$ cat config.mk
export PLATFORM = sky130hd
export DESIGN_NAME = dq_current_pi_with_voltage_circle
export DESIGN_NICKNAME = d
export VERILOG_FILES = /design/src/dqpi_pkg.sv /design/src/dq_current_pi_with_voltage_circle.sv
export SDC_FILE = /design/constraint.sdc
export NUM_CORES = 2
export LEC_CHECK = 0
export BUFFER_PORTS_ARGS = -buffer_cell sky130_fd_sc_hd__buf_2
export CORE_ASPECT_RATIO = 0.5
export CORE_MARGIN = 2
export CORE_UTILIZATION = 30
export CTS_CLUSTER_DIAMETER = 150
export DETAILED_ROUTE_END_ITERATION = 10
export PLACE_DENSITY = 0.5
export SLEW_MARGIN = 15
export SYNTH_ARGS = -nofsm -noshare
export SYNTH_HDL_FRONTEND = slang
export SYNTH_SLANG_ARGS = --single-unit
export TNS_END_PERCENT = 30
$ cat constraint.sdc
create_clock -name clk -period 13.6 [get_ports clk]
set_input_delay 2.04 -clock clk [delete_from_list [all_inputs] [get_ports clk]]
set_output_delay 2.04 -clock clk [all_outputs]
set_load 0.01 [all_outputs]
$ cat src/dqpi_pkg.sv
// ----------------------------------------------------------------------------
// dqpi_pkg: shared types and constants for the dq current PI controller
// Register map codes, integrator limits and sequencer state encoding.
// ----------------------------------------------------------------------------
package dqpi_pkg;

  localparam int unsigned IntLimitD = 4194303;
  localparam int unsigned IntLimitQ = 4194303;

  localparam logic [2:0] REG_CUR_LIM = 3'd0;
  localparam logic [2:0] REG_KP_D    = 3'd1;
  localparam logic [2:0] REG_KI_D    = 3'd2;
  localparam logic [2:0] REG_KI_Q    = 3'd3;
  localparam logic [2:0] REG_RES     = 3'd4;
  localparam logic [2:0] REG_FLUX    = 3'd5;
  localparam logic [2:0] REG_VBUS    = 3'd6;

  typedef enum logic [11:0] {
    ST_IDLE  = 12'b000000000001,
    ST_INTEG = 12'b000000000010,
    ST_M_KPD = 12'b000000000100,
    ST_M_KID = 12'b000000001000,
    ST_M_KIQ = 12'b000000010000,
    ST_M_RES = 12'b000000100000,
    ST_M_FLX = 12'b000001000000,
    ST_M_VB  = 12'b000010000000,
    ST_SQD   = 12'b000100000000,
    ST_M_VD  = 12'b001000000000,
    ST_SQQ   = 12'b010000000000,
    ST_OUT   = 12'b100000000000
  } state_t;

endpackage

$ cat src/dq_current_pi_with_voltage_circle.sv
// ----------------------------------------------------------------------------
// dq_current_pi_with_voltage_circle: dq current PI with voltage circle limit
// One item at a time: the next input is taken only after the result is
// loaded. A shared 17x25 signed multiplier does every product and every
// square-root trial, including the two square roots for the voltage limits.
// A result still waiting holds the last step.
// Reset (synchronous, rst_n low): registers to defaults, integrators zero.
// ----------------------------------------------------------------------------
module dq_current_pi_with_voltage_circle (
  input  logic        clk,
  input  logic        rst_n,
  input  logic        in_tvalid,
  output logic        in_tready,
  // target_d[15:0], target_q[31:16], measured_d[47:32], measured_q[63:48],
  // elec_speed[79:64]
  input  logic [79:0] in_tdata,
  output logic        out_tvalid,
  input  logic        out_tready,
  // volt_d[15:0], volt_q[31:16]
  output logic [31:0] out_tdata,
  input  logic        cfg_psel,
  input  logic        cfg_penable,
  input  logic        cfg_pwrite,
  input  logic [4:0]  cfg_paddr,
  input  logic [31:0] cfg_pwdata,
  output logic [31:0] cfg_prdata,
  output logic        cfg_pready
);

  // configuration registers
  logic [14:0] cur_lim_r, vbus_r;
  logic [15:0] kp_d_r, ki_d_r, ki_q_r, res_r, flux_r;
  logic        cfg_wr;
  logic [2:0]  cfg_idx;

  assign cfg_pready = 1'b1;
  assign cfg_wr     = cfg_psel & cfg_penable & cfg_pwrite;
  assign cfg_idx    = cfg_paddr[4:2];

  always_ff @(posedge clk) begin
    if (!rst_n) begin
      cur_lim_r <= 15'h7fff;
      kp_d_r <= '0; ki_d_r <= '0; ki_q_r <= '0;
      res_r <= '0; flux_r <= '0; vbus_r <= '0;
    end else if (cfg_wr) begin
      case (cfg_idx)
        dqpi_pkg::REG_CUR_LIM: cur_lim_r <= cfg_pwdata[14:0];
        dqpi_pkg::REG_KP_D:    kp_d_r    <= cfg_pwdata[15:0];
        dqpi_pkg::REG_KI_D:    ki_d_r    <= cfg_pwdata[15:0];
        dqpi_pkg::REG_KI_Q:    ki_q_r    <= cfg_pwdata[15:0];
        dqpi_pkg::REG_RES:     res_r     <= cfg_pwdata[15:0];
        dqpi_pkg::REG_FLUX:    flux_r    <= cfg_pwdata[15:0];
        dqpi_pkg::REG_VBUS:    vbus_r    <= cfg_pwdata[14:0];
        default: ;
      endcase
    end
  end

  // register readback
  always_comb begin
    case (cfg_idx)
      dqpi_pkg::REG_CUR_LIM: cfg_prdata = {17'd0, cur_lim_r};
      dqpi_pkg::REG_KP_D:    cfg_prdata = {16'd0, kp_d_r};
      dqpi_pkg::REG_KI_D:    cfg_prdata = {16'd0, ki_d_r};
      dqpi_pkg::REG_KI_Q:    cfg_prdata = {16'd0, ki_q_r};
      dqpi_pkg::REG_RES:     cfg_prdata = {16'd0, res_r};
      dqpi_pkg::REG_FLUX:    cfg_prdata = {16'd0, flux_r};
      dqpi_pkg::REG_VBUS:    cfg_prdata = {17'd0, vbus_r};
      default:               cfg_prdata = '0;
    endcase
  end

  // bus voltage split as 3*k + r; k by reciprocal multiply, tracked each cycle
  logic [14:0] vb3_r;
  logic [29:0] vb3_prod;
  logic [14:0] vb_rem;
  logic [15:0] vb_sum;
  assign vb3_prod = 30'(vbus_r) * 30'd21846;
  assign vb_rem   = vbus_r - {vb3_r[13:0], 1'b0} - vb3_r;
  assign vb_sum   = 16'(vbus_r) + 16'(vb_rem);

  always_ff @(posedge clk) begin
    if (!rst_n) begin
      vb3_r <= '0;
    end else begin
      vb3_r <= {1'b0, vb3_prod[29:16]};
    end
  end

  // datapath registers
  dqpi_pkg::state_t state_r;
  logic signed [16:0] ed_r, eq_r, tq_r, spd_r;
  logic signed [23:0] integ_d_r, integ_q_r;
  logic signed [47:0] acc_r;     // d sum, later q sum
  logic signed [15:0] vd_r, vq_r;
  logic [29:0]        c_r;       // vbus^2/3, radicand of the d root
  logic [14:0]        limd_r;
  logic [29:0]        rem_r;
  logic [15:0]        root_r;
  logic [3:0]         cnt_r;
  logic [31:0]        out_r;
  logic               out_vld_r;
  logic               out_free;

  assign in_tready  = (state_r == dqpi_pkg::ST_IDLE);
  assign out_tvalid = out_vld_r;
  assign out_tdata  = out_r;
  assign out_free   = ~out_vld_r | out_tready;

  // capture and error formation
  logic signed [15:0] in_td, in_tq, in_md, in_mq;
  logic signed [16:0] lim_s, tq_c;
  assign in_td = in_tdata[15:0];
  assign in_tq = in_tdata[31:16];
  assign in_md = in_tdata[47:32];
  assign in_mq = in_tdata[63:48];
  assign lim_s = signed'({2'b00, cur_lim_r});
  always_comb begin
    tq_c = 17'(in_tq);
    if (tq_c > lim_s) tq_c = lim_s;
    else if (tq_c < -lim_s) tq_c = -lim_s;
  end

  // square root step: one result bit per cycle, trial squared on the multiplier
  logic [15:0] trial;
  logic [15:0] bitv;
  assign bitv  = 16'(16'h8000 >> cnt_r);
  assign trial = root_r | bitv;

  // shared multiplier: 17-bit signed by 25-bit signed operand
  logic signed [16:0] mul_a;
  logic signed [24:0] mul_b;
  logic signed [41:0] mul_p;
  always_comb begin
    mul_a = '0; mul_b = '0;
    case (state_r)
      dqpi_pkg::ST_M_KPD: begin mul_a = ed_r;  mul_b = signed'({9'd0, kp_d_r}); end
      dqpi_pkg::ST_M_KID: begin mul_a = signed'({1'b0, ki_d_r}); mul_b = 25'(integ_d_r); end
      dqpi_pkg::ST_M_KIQ: begin mul_a = signed'({1'b0, ki_q_r}); mul_b = 25'(integ_q_r); end
      dqpi_pkg::ST_M_RES: begin mul_a = tq_r;  mul_b = signed'({9'd0, res_r}); end
      dqpi_pkg::ST_M_FLX: begin mul_a = spd_r; mul_b = signed'({9'd0, flux_r}); end
      dqpi_pkg::ST_M_VB:  begin mul_a = signed'({2'b0, vb3_r}); mul_b = signed'({9'd0, vb_sum}); end
      dqpi_pkg::ST_M_VD:  begin mul_a = 17'(vd_r); mul_b = 25'(vd_r); end
      dqpi_pkg::ST_SQD,
      dqpi_pkg::ST_SQQ:   begin mul_a = signed'({1'b0, trial}); mul_b = signed'({9'd0, trial}); end
      default: ;
    endcase
    mul_p = mul_a * mul_b;
  end

  logic        take;
  assign take = mul_p[32:0] <= {3'd0, rem_r};

  // vbus^2/3 = k*(vbus + r), plus one when r is two
  logic [29:0] c_nxt;
  assign c_nxt = mul_p[29:0] + {29'd0, vb_rem == 15'd2};

  // integrator update
  function automatic logic signed [23:0] integ_upd(input logic signed [23:0] i,
                                                   input logic signed [16:0] e,
                                                   input int unsigned lim);
    logic signed [24:0] s, l;
    begin
      s = 25'(i) + 25'(e);
      l = signed'(25'(lim));
      if (s > l) s = l;
      else if (s < -l) s = -l;
      integ_upd = s[23:0];
    end
  endfunction

  // floor shift and saturate to 16 bits
  function automatic logic signed [15:0] sat_sh(input logic signed [47:0] v,
                                                input logic sh16);
    logic signed [47:0] f;
    begin
      f = sh16 ? (v >>> 16) : (v >>> 8);
      if (f > 48'sd32767) sat_sh = 16'sh7fff;
      else if (f < -48'sd32768) sat_sh = 16'sh8000;
      else sat_sh = f[15:0];
    end
  endfunction

  logic signed [15:0] vq_cl, vd_cl;
  logic [30:0] vd2;
  logic signed [16:0] lq;
  always_comb begin
    vd2 = 31'(mul_p[30:0]);
    lq  = signed'({1'b0, root_r});
    vq_cl = vq_r;
    if (17'(vq_r) > lq) vq_cl = lq[15:0];
    else if (17'(vq_r) < -lq) vq_cl = 16'(-lq);
    vd_cl = vd_r;
    if (17'(vd_r) > signed'({2'b0, limd_r})) vd_cl = signed'({1'b0, limd_r});
    else if (17'(vd_r) < -signed'({2'b0, limd_r})) vd_cl = -signed'({1'b0, limd_r});
  end

  // sequencer
  always_ff @(posedge clk) begin
    if (!rst_n) begin
      state_r <= dqpi_pkg::ST_IDLE;
      out_vld_r <= 1'b0;
      integ_d_r <= '0; integ_q_r <= '0;
      cnt_r <= '0;
    end else begin
      // load a result when the output is free, drop it once taken
      if (state_r == dqpi_pkg::ST_OUT && out_free) out_vld_r <= 1'b1;
      else if (out_tready) out_vld_r <= 1'b0;
      case (state_r)
        dqpi_pkg::ST_IDLE: if (in_tvalid && in_tready) begin
          ed_r  <= 17'(in_td) - 17'(in_md);
          eq_r  <= tq_c - 17'(in_mq);
          tq_r  <= tq_c;
          spd_r <= 17'(signed'(in_tdata[79:64]));
          state_r <= dqpi_pkg::ST_INTEG;
        end
        dqpi_pkg::ST_INTEG: begin
          integ_d_r <= integ_upd(integ_d_r, ed_r, dqpi_pkg::IntLimitD);
          integ_q_r <= integ_upd(integ_q_r, eq_r, dqpi_pkg::IntLimitQ);
          state_r <= dqpi_pkg::ST_M_KPD;
        end
        dqpi_pkg::ST_M_KPD: begin
          acc_r <= 48'(mul_p);
          state_r <= dqpi_pkg::ST_M_KID;
        end
        dqpi_pkg::ST_M_KID: begin
          vd_r <= sat_sh(acc_r + 48'(mul_p), 1'b0);
          state_r <= dqpi_pkg::ST_M_KIQ;
        end
        dqpi_pkg::ST_M_KIQ: begin
          acc_r <= 48'(mul_p) <<< 8;
          state_r <= dqpi_pkg::ST_M_RES;
        end
        dqpi_pkg::ST_M_RES: begin
          acc_r <= acc_r + 48'(mul_p);
          state_r <= dqpi_pkg::ST_M_FLX;
        end
        dqpi_pkg::ST_M_FLX: begin
          vq_r <= sat_sh(acc_r + 48'(mul_p), 1'b1);
          state_r <= dqpi_pkg::ST_M_VB;
        end
        dqpi_pkg::ST_M_VB: begin
          c_r <= c_nxt;
          rem_r <= c_nxt;
          root_r <= '0; cnt_r <= '0;
          state_r <= dqpi_pkg::ST_SQD;
        end
        dqpi_pkg::ST_SQD: begin
          if (take) root_r <= trial;
          cnt_r <= cnt_r + 4'd1;
          if (cnt_r == 4'd15) state_r <= dqpi_pkg::ST_M_VD;
        end
        dqpi_pkg::ST_M_VD: begin
          limd_r <= root_r[14:0];
          rem_r  <= (31'(c_r) > vd2) ? 30'(31'(c_r) - vd2) : '0;
          root_r <= '0; cnt_r <= '0;
          state_r <= dqpi_pkg::ST_SQQ;
        end
        dqpi_pkg::ST_SQQ: begin
          if (take) root_r <= trial;
          cnt_r <= cnt_r + 4'd1;
          if (cnt_r == 4'd15) state_r <= dqpi_pkg::ST_OUT;
        end
        dqpi_pkg::ST_OUT: if (out_free) begin
          out_r <= {vq_cl, vd_cl};
          state_r <= dqpi_pkg::ST_IDLE;
        end
        default: state_r <= dqpi_pkg::ST_IDLE;
      endcase
    end
  end

endmodule
==> metrics.txt <==
# TYPE chip_impl_metric gauge
chip_impl_metric{name="cts-hold-fix-buffers",unit=""} 0
chip_impl_metric{name="holdWs",unit="ps"} 471
chip_impl_info{name="cp_common_cell",value="sky130_fd_sc_hd__fa_1"} 1
chip_impl_metric{name="start_util",unit="%"} 30.1
chip_impl_metric{name="grt_pass1_vias",unit=""} 43100
chip_impl_metric{name="post_route_cells_drive_above_1_share",unit="%"} 11.5
chip_impl_info{name="ys_dominant_reg_cell",value="sky130_fd_sc_hd__edfxtp_1"} 1
chip_impl_info{name="crit_path_start_kind",value="register"} 1
chip_impl_metric{name="die-width",unit="um"} 594
chip_impl_metric{name="row_count",unit=""} 108
chip_impl_metric{name="final_design_area_no_fill",unit="um2"} 59700
chip_impl_metric{name="placed_cells_incl_taps",unit=""} 8468
chip_impl_metric{name="gp_congestion",unit=""} 0.925
chip_impl_metric{name="worst_pin_slew",unit="ps"} 1250
chip_impl_metric{name="synth.lib_cells_used.distinct",unit=""} 105
chip_impl_metric{name="setup_viol_count_final",unit=""} 0
chip_impl_metric{name="critPathRequiredTime",unit="ps"} 13990
chip_impl_metric{name="detailedRoute.firstIterationViolations",unit=""} 3632
chip_impl_info{name="critical_path.startpoint",value="vb3_r[1]"} 1
chip_impl_metric{name="io_pins",unit=""} 191
chip_impl_info{name="rr_startpoint",value="vb3_r[1]"} 1
chip_impl_metric{name="async_reset_ff_share",unit="%"} 0
chip_impl_metric{name="number_of_enable_flip_flop_cells_after_synthesis",unit=""} 270
chip_impl_info{name="synth_top_cells_by_area",value="sky130_fd_sc_hd__fa_1 (19%), sky130_fd_sc_hd__edfxtp_1 (16%), sky130_fd_sc_hd__ha_1 (13%), sky130_fd_sc_hd__dfxtp_1 (7.2%), sky130_fd_sc_hd__inv_1 (5.6%)"} 1
chip_impl_info{name="most_frequent_cell_after_synthesis",value="sky130_fd_sc_hd__inv_1"} 1
chip_impl_info{name="synth_top_area_cell",value="sky130_fd_sc_hd__fa_1"} 1
chip_impl_metric{name="clkTransAtPathRegs",unit="ps"} 60
chip_impl_metric{name="layoutNonFillerInstCount",unit=""} 8587
chip_impl_metric{name="grt_pass1_wl",unit="um"} 275000
chip_impl_metric{name="dp_slack",unit="ps"} -91.5
chip_impl_metric{name="pwr_density_cell",unit="nW/um2"} 61.8
chip_impl_metric{name="h_tree_depth_reported_by_cts",unit=""} 2
chip_impl_metric{name="syn_area_per_cell",unit="um2"} 8.81
chip_impl_metric{name="antenna_found_initial",unit=""} 18
chip_impl_metric{name="detailedPlacementHpwl",unit="um"} 149000
chip_impl_metric{name="switching_share",unit="%"} 29.4
chip_impl_metric{name="timing.max_slew.rel_slack",unit="%"} 16.4
chip_impl_metric{name="synth-seq-area-share",unit="%"} 22.8
chip_impl_metric{name="die_area",unit="um2"} 178000
chip_impl_metric{name="synthesis.area",unit="um2"} 52200
chip_impl_metric{name="final-hold-violation-count",unit=""} 0
chip_impl_metric{name="synth.yosys.warnings",unit=""} 0
chip_impl_metric{name="port_buffers",unit=""} 155
chip_impl_metric{name="die-height",unit="um"} 299
chip_impl_metric{name="nets",unit=""} 7364
chip_impl_metric{name="drt_first_pass_iters",unit=""} 9
chip_impl_metric{name="area.growth.synth_to_final",unit="%"} 14.3
chip_impl_metric{name="register_area",unit="um2"} 11900
chip_impl_info{name="tritoncts_clock_tree",value="done"} 1
chip_impl_metric{name="fin_worst_skew",unit="ps"} 22.1
chip_impl_metric{name="detail_routed_net_length_per_standard_cell",unit="um"} 21.4
chip_impl_metric{name="timing.critical_path.arrival",unit="ps"} 13550
chip_impl_metric{name="comb_power_share",unit="%"} 17.3
chip_impl_metric{name="overflow_left_after_global_routing",unit=""} 0
chip_impl_metric{name="via_count",unit=""} 44300
chip_impl_metric{name="seq_pwr_share",unit="%"} 42.5
chip_impl_metric{name="switchingPower",unit="mW"} 1.08
chip_impl_info{name="cp-end-kind",value="register"} 1
chip_impl_info{name="status",value="finished clean"} 1
chip_impl_metric{name="clockBufferDepth",unit=""} 3
chip_impl_info{name="netlist_top_cells_count",value="sky130_fd_sc_hd__inv_1 (785), sky130_fd_sc_hd__nand2_1 (702), sky130_fd_sc_hd__ha_1 (524)"} 1
chip_impl_metric{name="area_share_of_the_largest_cell_type_after_synthesis",unit="%"} 18.7
chip_impl_metric{name="postSynthRegisterBits",unit=""} 459
chip_impl_metric{name="min_period",unit="ps"} 13160
chip_impl_metric{name="fill_cells",unit=""} 18200
chip_impl_metric{name="cp_slowest_stage_delay",unit="ps"} 550
chip_impl_info{name="clk_root_buffer_cell",value="sky130_fd_sc_hd__clkbuf_16"} 1
chip_impl_metric{name="via_per_inst",unit=""} 5.15
chip_impl_metric{name="max-cap-violations",unit=""} 0
chip_impl_metric{name="globalRouteTotalUtil",unit="%"} 20.1
chip_impl_info{name="hold_start",value="res_r[9]"} 1
chip_impl_metric{name="syn_inst_count",unit=""} 5926
chip_impl_metric{name="postRouteAntennaNets",unit=""} 0
chip_impl_metric{name="remaining_drc_errors",unit=""} 0
chip_impl_metric{name="maximum_number_of_pins_on_one_net_before_global_route_repair",unit=""} 66
chip_impl_metric{name="fin_crit_sh",unit="%"} 96.8
chip_impl_metric{name="area_of_the_multi_input_gates",unit="um2"} 36900
chip_impl_info{name="critical_path.slowest_cell",value="sky130_fd_sc_hd__fa_1"} 1
chip_impl_metric{name="clock_sink_count",unit=""} 459
chip_impl_metric{name="power.share.clock",unit="%"} 40.2
chip_impl_metric{name="power_report.internal_total",unit="mW"} 2.60
chip_impl_metric{name="achievable-frequency",unit="MHz"} 76.0
chip_impl_metric{name="cts-buffers-inserted",unit=""} 55
chip_impl_metric{name="crit_fanout",unit=""} 15
chip_impl_metric{name="placedInstanceArea",unit="um2"} 57400
chip_impl_metric{name="totalNegativeSetupSlack",unit="ps"} 0
chip_impl_metric{name="final_critical_path_setup_slack",unit="ps"} 438
chip_impl_metric{name="totalWireLength",unit="um"} 184000
chip_impl_metric{name="max-vdd-ir-drop",unit="mV"} 0.0917
chip_impl_metric{name="clock_insertion_delay_worst_skew",unit="ps"} 650
chip_impl_info{name="timing_worst_setup_path_type",value="reg -> reg"} 1
chip_impl_metric{name="power.leakage",unit="nW"} 26.8
chip_impl_metric{name="design.core.area",unit="um2"} 173000
chip_impl_metric{name="drv_slew",unit=""} 0
chip_impl_info{name="min_path_type",value="reg -> reg"} 1
[final timing paths]
path                   end  slack, ps  cells past startpoint
setup reg to reg   vd_r[1]        440                     51
setup / recovery   vd_r[1]        440                     51
hold / removal    res_r[9]        470                      2
hold reg to reg   res_r[9]        470                      2
[per-stage QoR]
stage,utilization [%],power (mW)
6_report,34.5,3.69
5_1_grt,34.5,3.83
4_1_cts,34.2,3.70
2_1_floorplan,-,1.99
3_5_place_dp,33.2,2.21
3_3_place_gp,33.2,2.21
[layout make-up]
type / instances / share of cell area, %
antenna: 5 / 0.0210
tap: 2310 / 4.84
sequential: 459 / 19.9
clock inverter: 29 / 0.381
inverter: 789 / 4.96
clock buffer: 73 / 2.56
multi-input combinational: 4444 / 61.8
timing repair buffer: 478 / 5.55
[state kept, by name, indices dropped and copies added (netlist names), 17 cells and up]
signal     flops
acc_r         48
out_tdata     32
c_r           30
rem_r         30
integ_d_r     24
integ_q_r     24
ed_r          17
eq_r          17
tq_r          17
[cell usage in the layout (no fill, tap or decap), types with 18 or more instances in the layout]
| cell type | n |
|---|---|
| sky130_fd_sc_hd__edfxtp_1 | 270 |
| sky130_fd_sc_hd__and3_1 | 35 |
| sky130_fd_sc_hd__buf_2 | 155 |
| sky130_fd_sc_hd__a31oi_1 | 25 |
| sky130_fd_sc_hd__o211ai_1 | 35 |
| sky130_fd_sc_hd__a221oi_1 | 21 |
| sky130_fd_sc_hd__mux2i_1 | 64 |
| sky130_fd_sc_hd__o21bai_1 | 30 |
| sky130_fd_sc_hd__nor2b_1 | 58 |
| sky130_fd_sc_hd__a22oi_1 | 75 |
| sky130_fd_sc_hd__or3_1 | 42 |
| sky130_fd_sc_hd__xnor2_1 | 168 |
| sky130_fd_sc_hd__nand2b_1 | 38 |
| sky130_fd_sc_hd__o21a_1 | 55 |
| sky130_fd_sc_hd__and4_1 | 19 |
| sky130_fd_sc_hd__a21boi_0 | 18 |
| sky130_fd_sc_hd__clkbuf_16 | 57 |
| sky130_fd_sc_hd__dfxtp_1 | 188 |
| sky130_fd_sc_hd__nor2_1 | 449 |
| sky130_fd_sc_hd__inv_1 | 784 |
| sky130_fd_sc_hd__buf_4 | 312 |
| sky130_fd_sc_hd__nand4_1 | 71 |
| sky130_fd_sc_hd__a21o_1 | 100 |
| sky130_fd_sc_hd__nand3_1 | 91 |
| sky130_fd_sc_hd__ha_1 | 515 |
| sky130_fd_sc_hd__nor3_1 | 84 |
| sky130_fd_sc_hd__a21oi_1 | 363 |
| sky130_fd_sc_hd__fa_1 | 489 |
| sky130_fd_sc_hd__o21ai_0 | 245 |
| sky130_fd_sc_hd__and2_1 | 45 |
| sky130_fd_sc_hd__o221ai_1 | 31 |
| sky130_fd_sc_hd__o21ai_1 | 27 |
| sky130_fd_sc_hd__xor2_1 | 91 |
| sky130_fd_sc_hd__nand2_1 | 702 |
| sky130_fd_sc_hd__a211oi_1 | 33 |
| sky130_fd_sc_hd__a221o_1 | 27 |
| sky130_fd_sc_hd__a222oi_1 | 40 |
[logic make-up after synthesis]
kind of cell | after synthesis | synth area share (%)
DFF | 459 | 22.8
adders and majority gates | 1013 | 31.3
AOI/OAI and AO/OA | 1314 | 16.6
and+or+nand+nor | 1751 | 15.4
other | 2 | 0.0144
xor gates and xnor gates | 273 | 4.62
buffers and inverters | 1038 | 7.71
muxes | 76 | 1.57
[per-layer routing]
layer / up-vias / global-route usage [%] / wire length, um
met5: - / 0 / 70
met4: 12 / 6.03 / 6480
met3: 271 / 1.74 / 9520
met2: 1329 / 33.1 / 82900
met1: 21700 / 28.2 / 84700
li1: 21000 / - / -
[power groups by stage]
stage               clock (mW)  combinational (mW)  sequential, mW
CTS                       1.51               0.620            1.57
detailed placement           0               0.614            1.60
global placement             0               0.613            1.60
finish                    1.48               0.637            1.57
floorplan                    0               0.423            1.56
global route              1.56               0.701            1.57
[worst max-delay path, delay by kind of cell (launching register included)]
kind	cells	cell delay [ps]
AO/OA/AOI/OAI	19	4260
XOR/XNOR	3	510
adder cells (fa/ha/maj)	11	4800
buffers and inverters	6	830
flip-flops	1	360
AND/OR/NAND/NOR	12	2160
[repair_timing]
item,in CTS,in global routing
gates resized for setup,7,97
pin swaps,2,32
setup endpoints to repair,28,55
hold endpoints to repair,0,0
setup buffers,1,10
cloned,0,0
(Power assumes the default switching activity.)
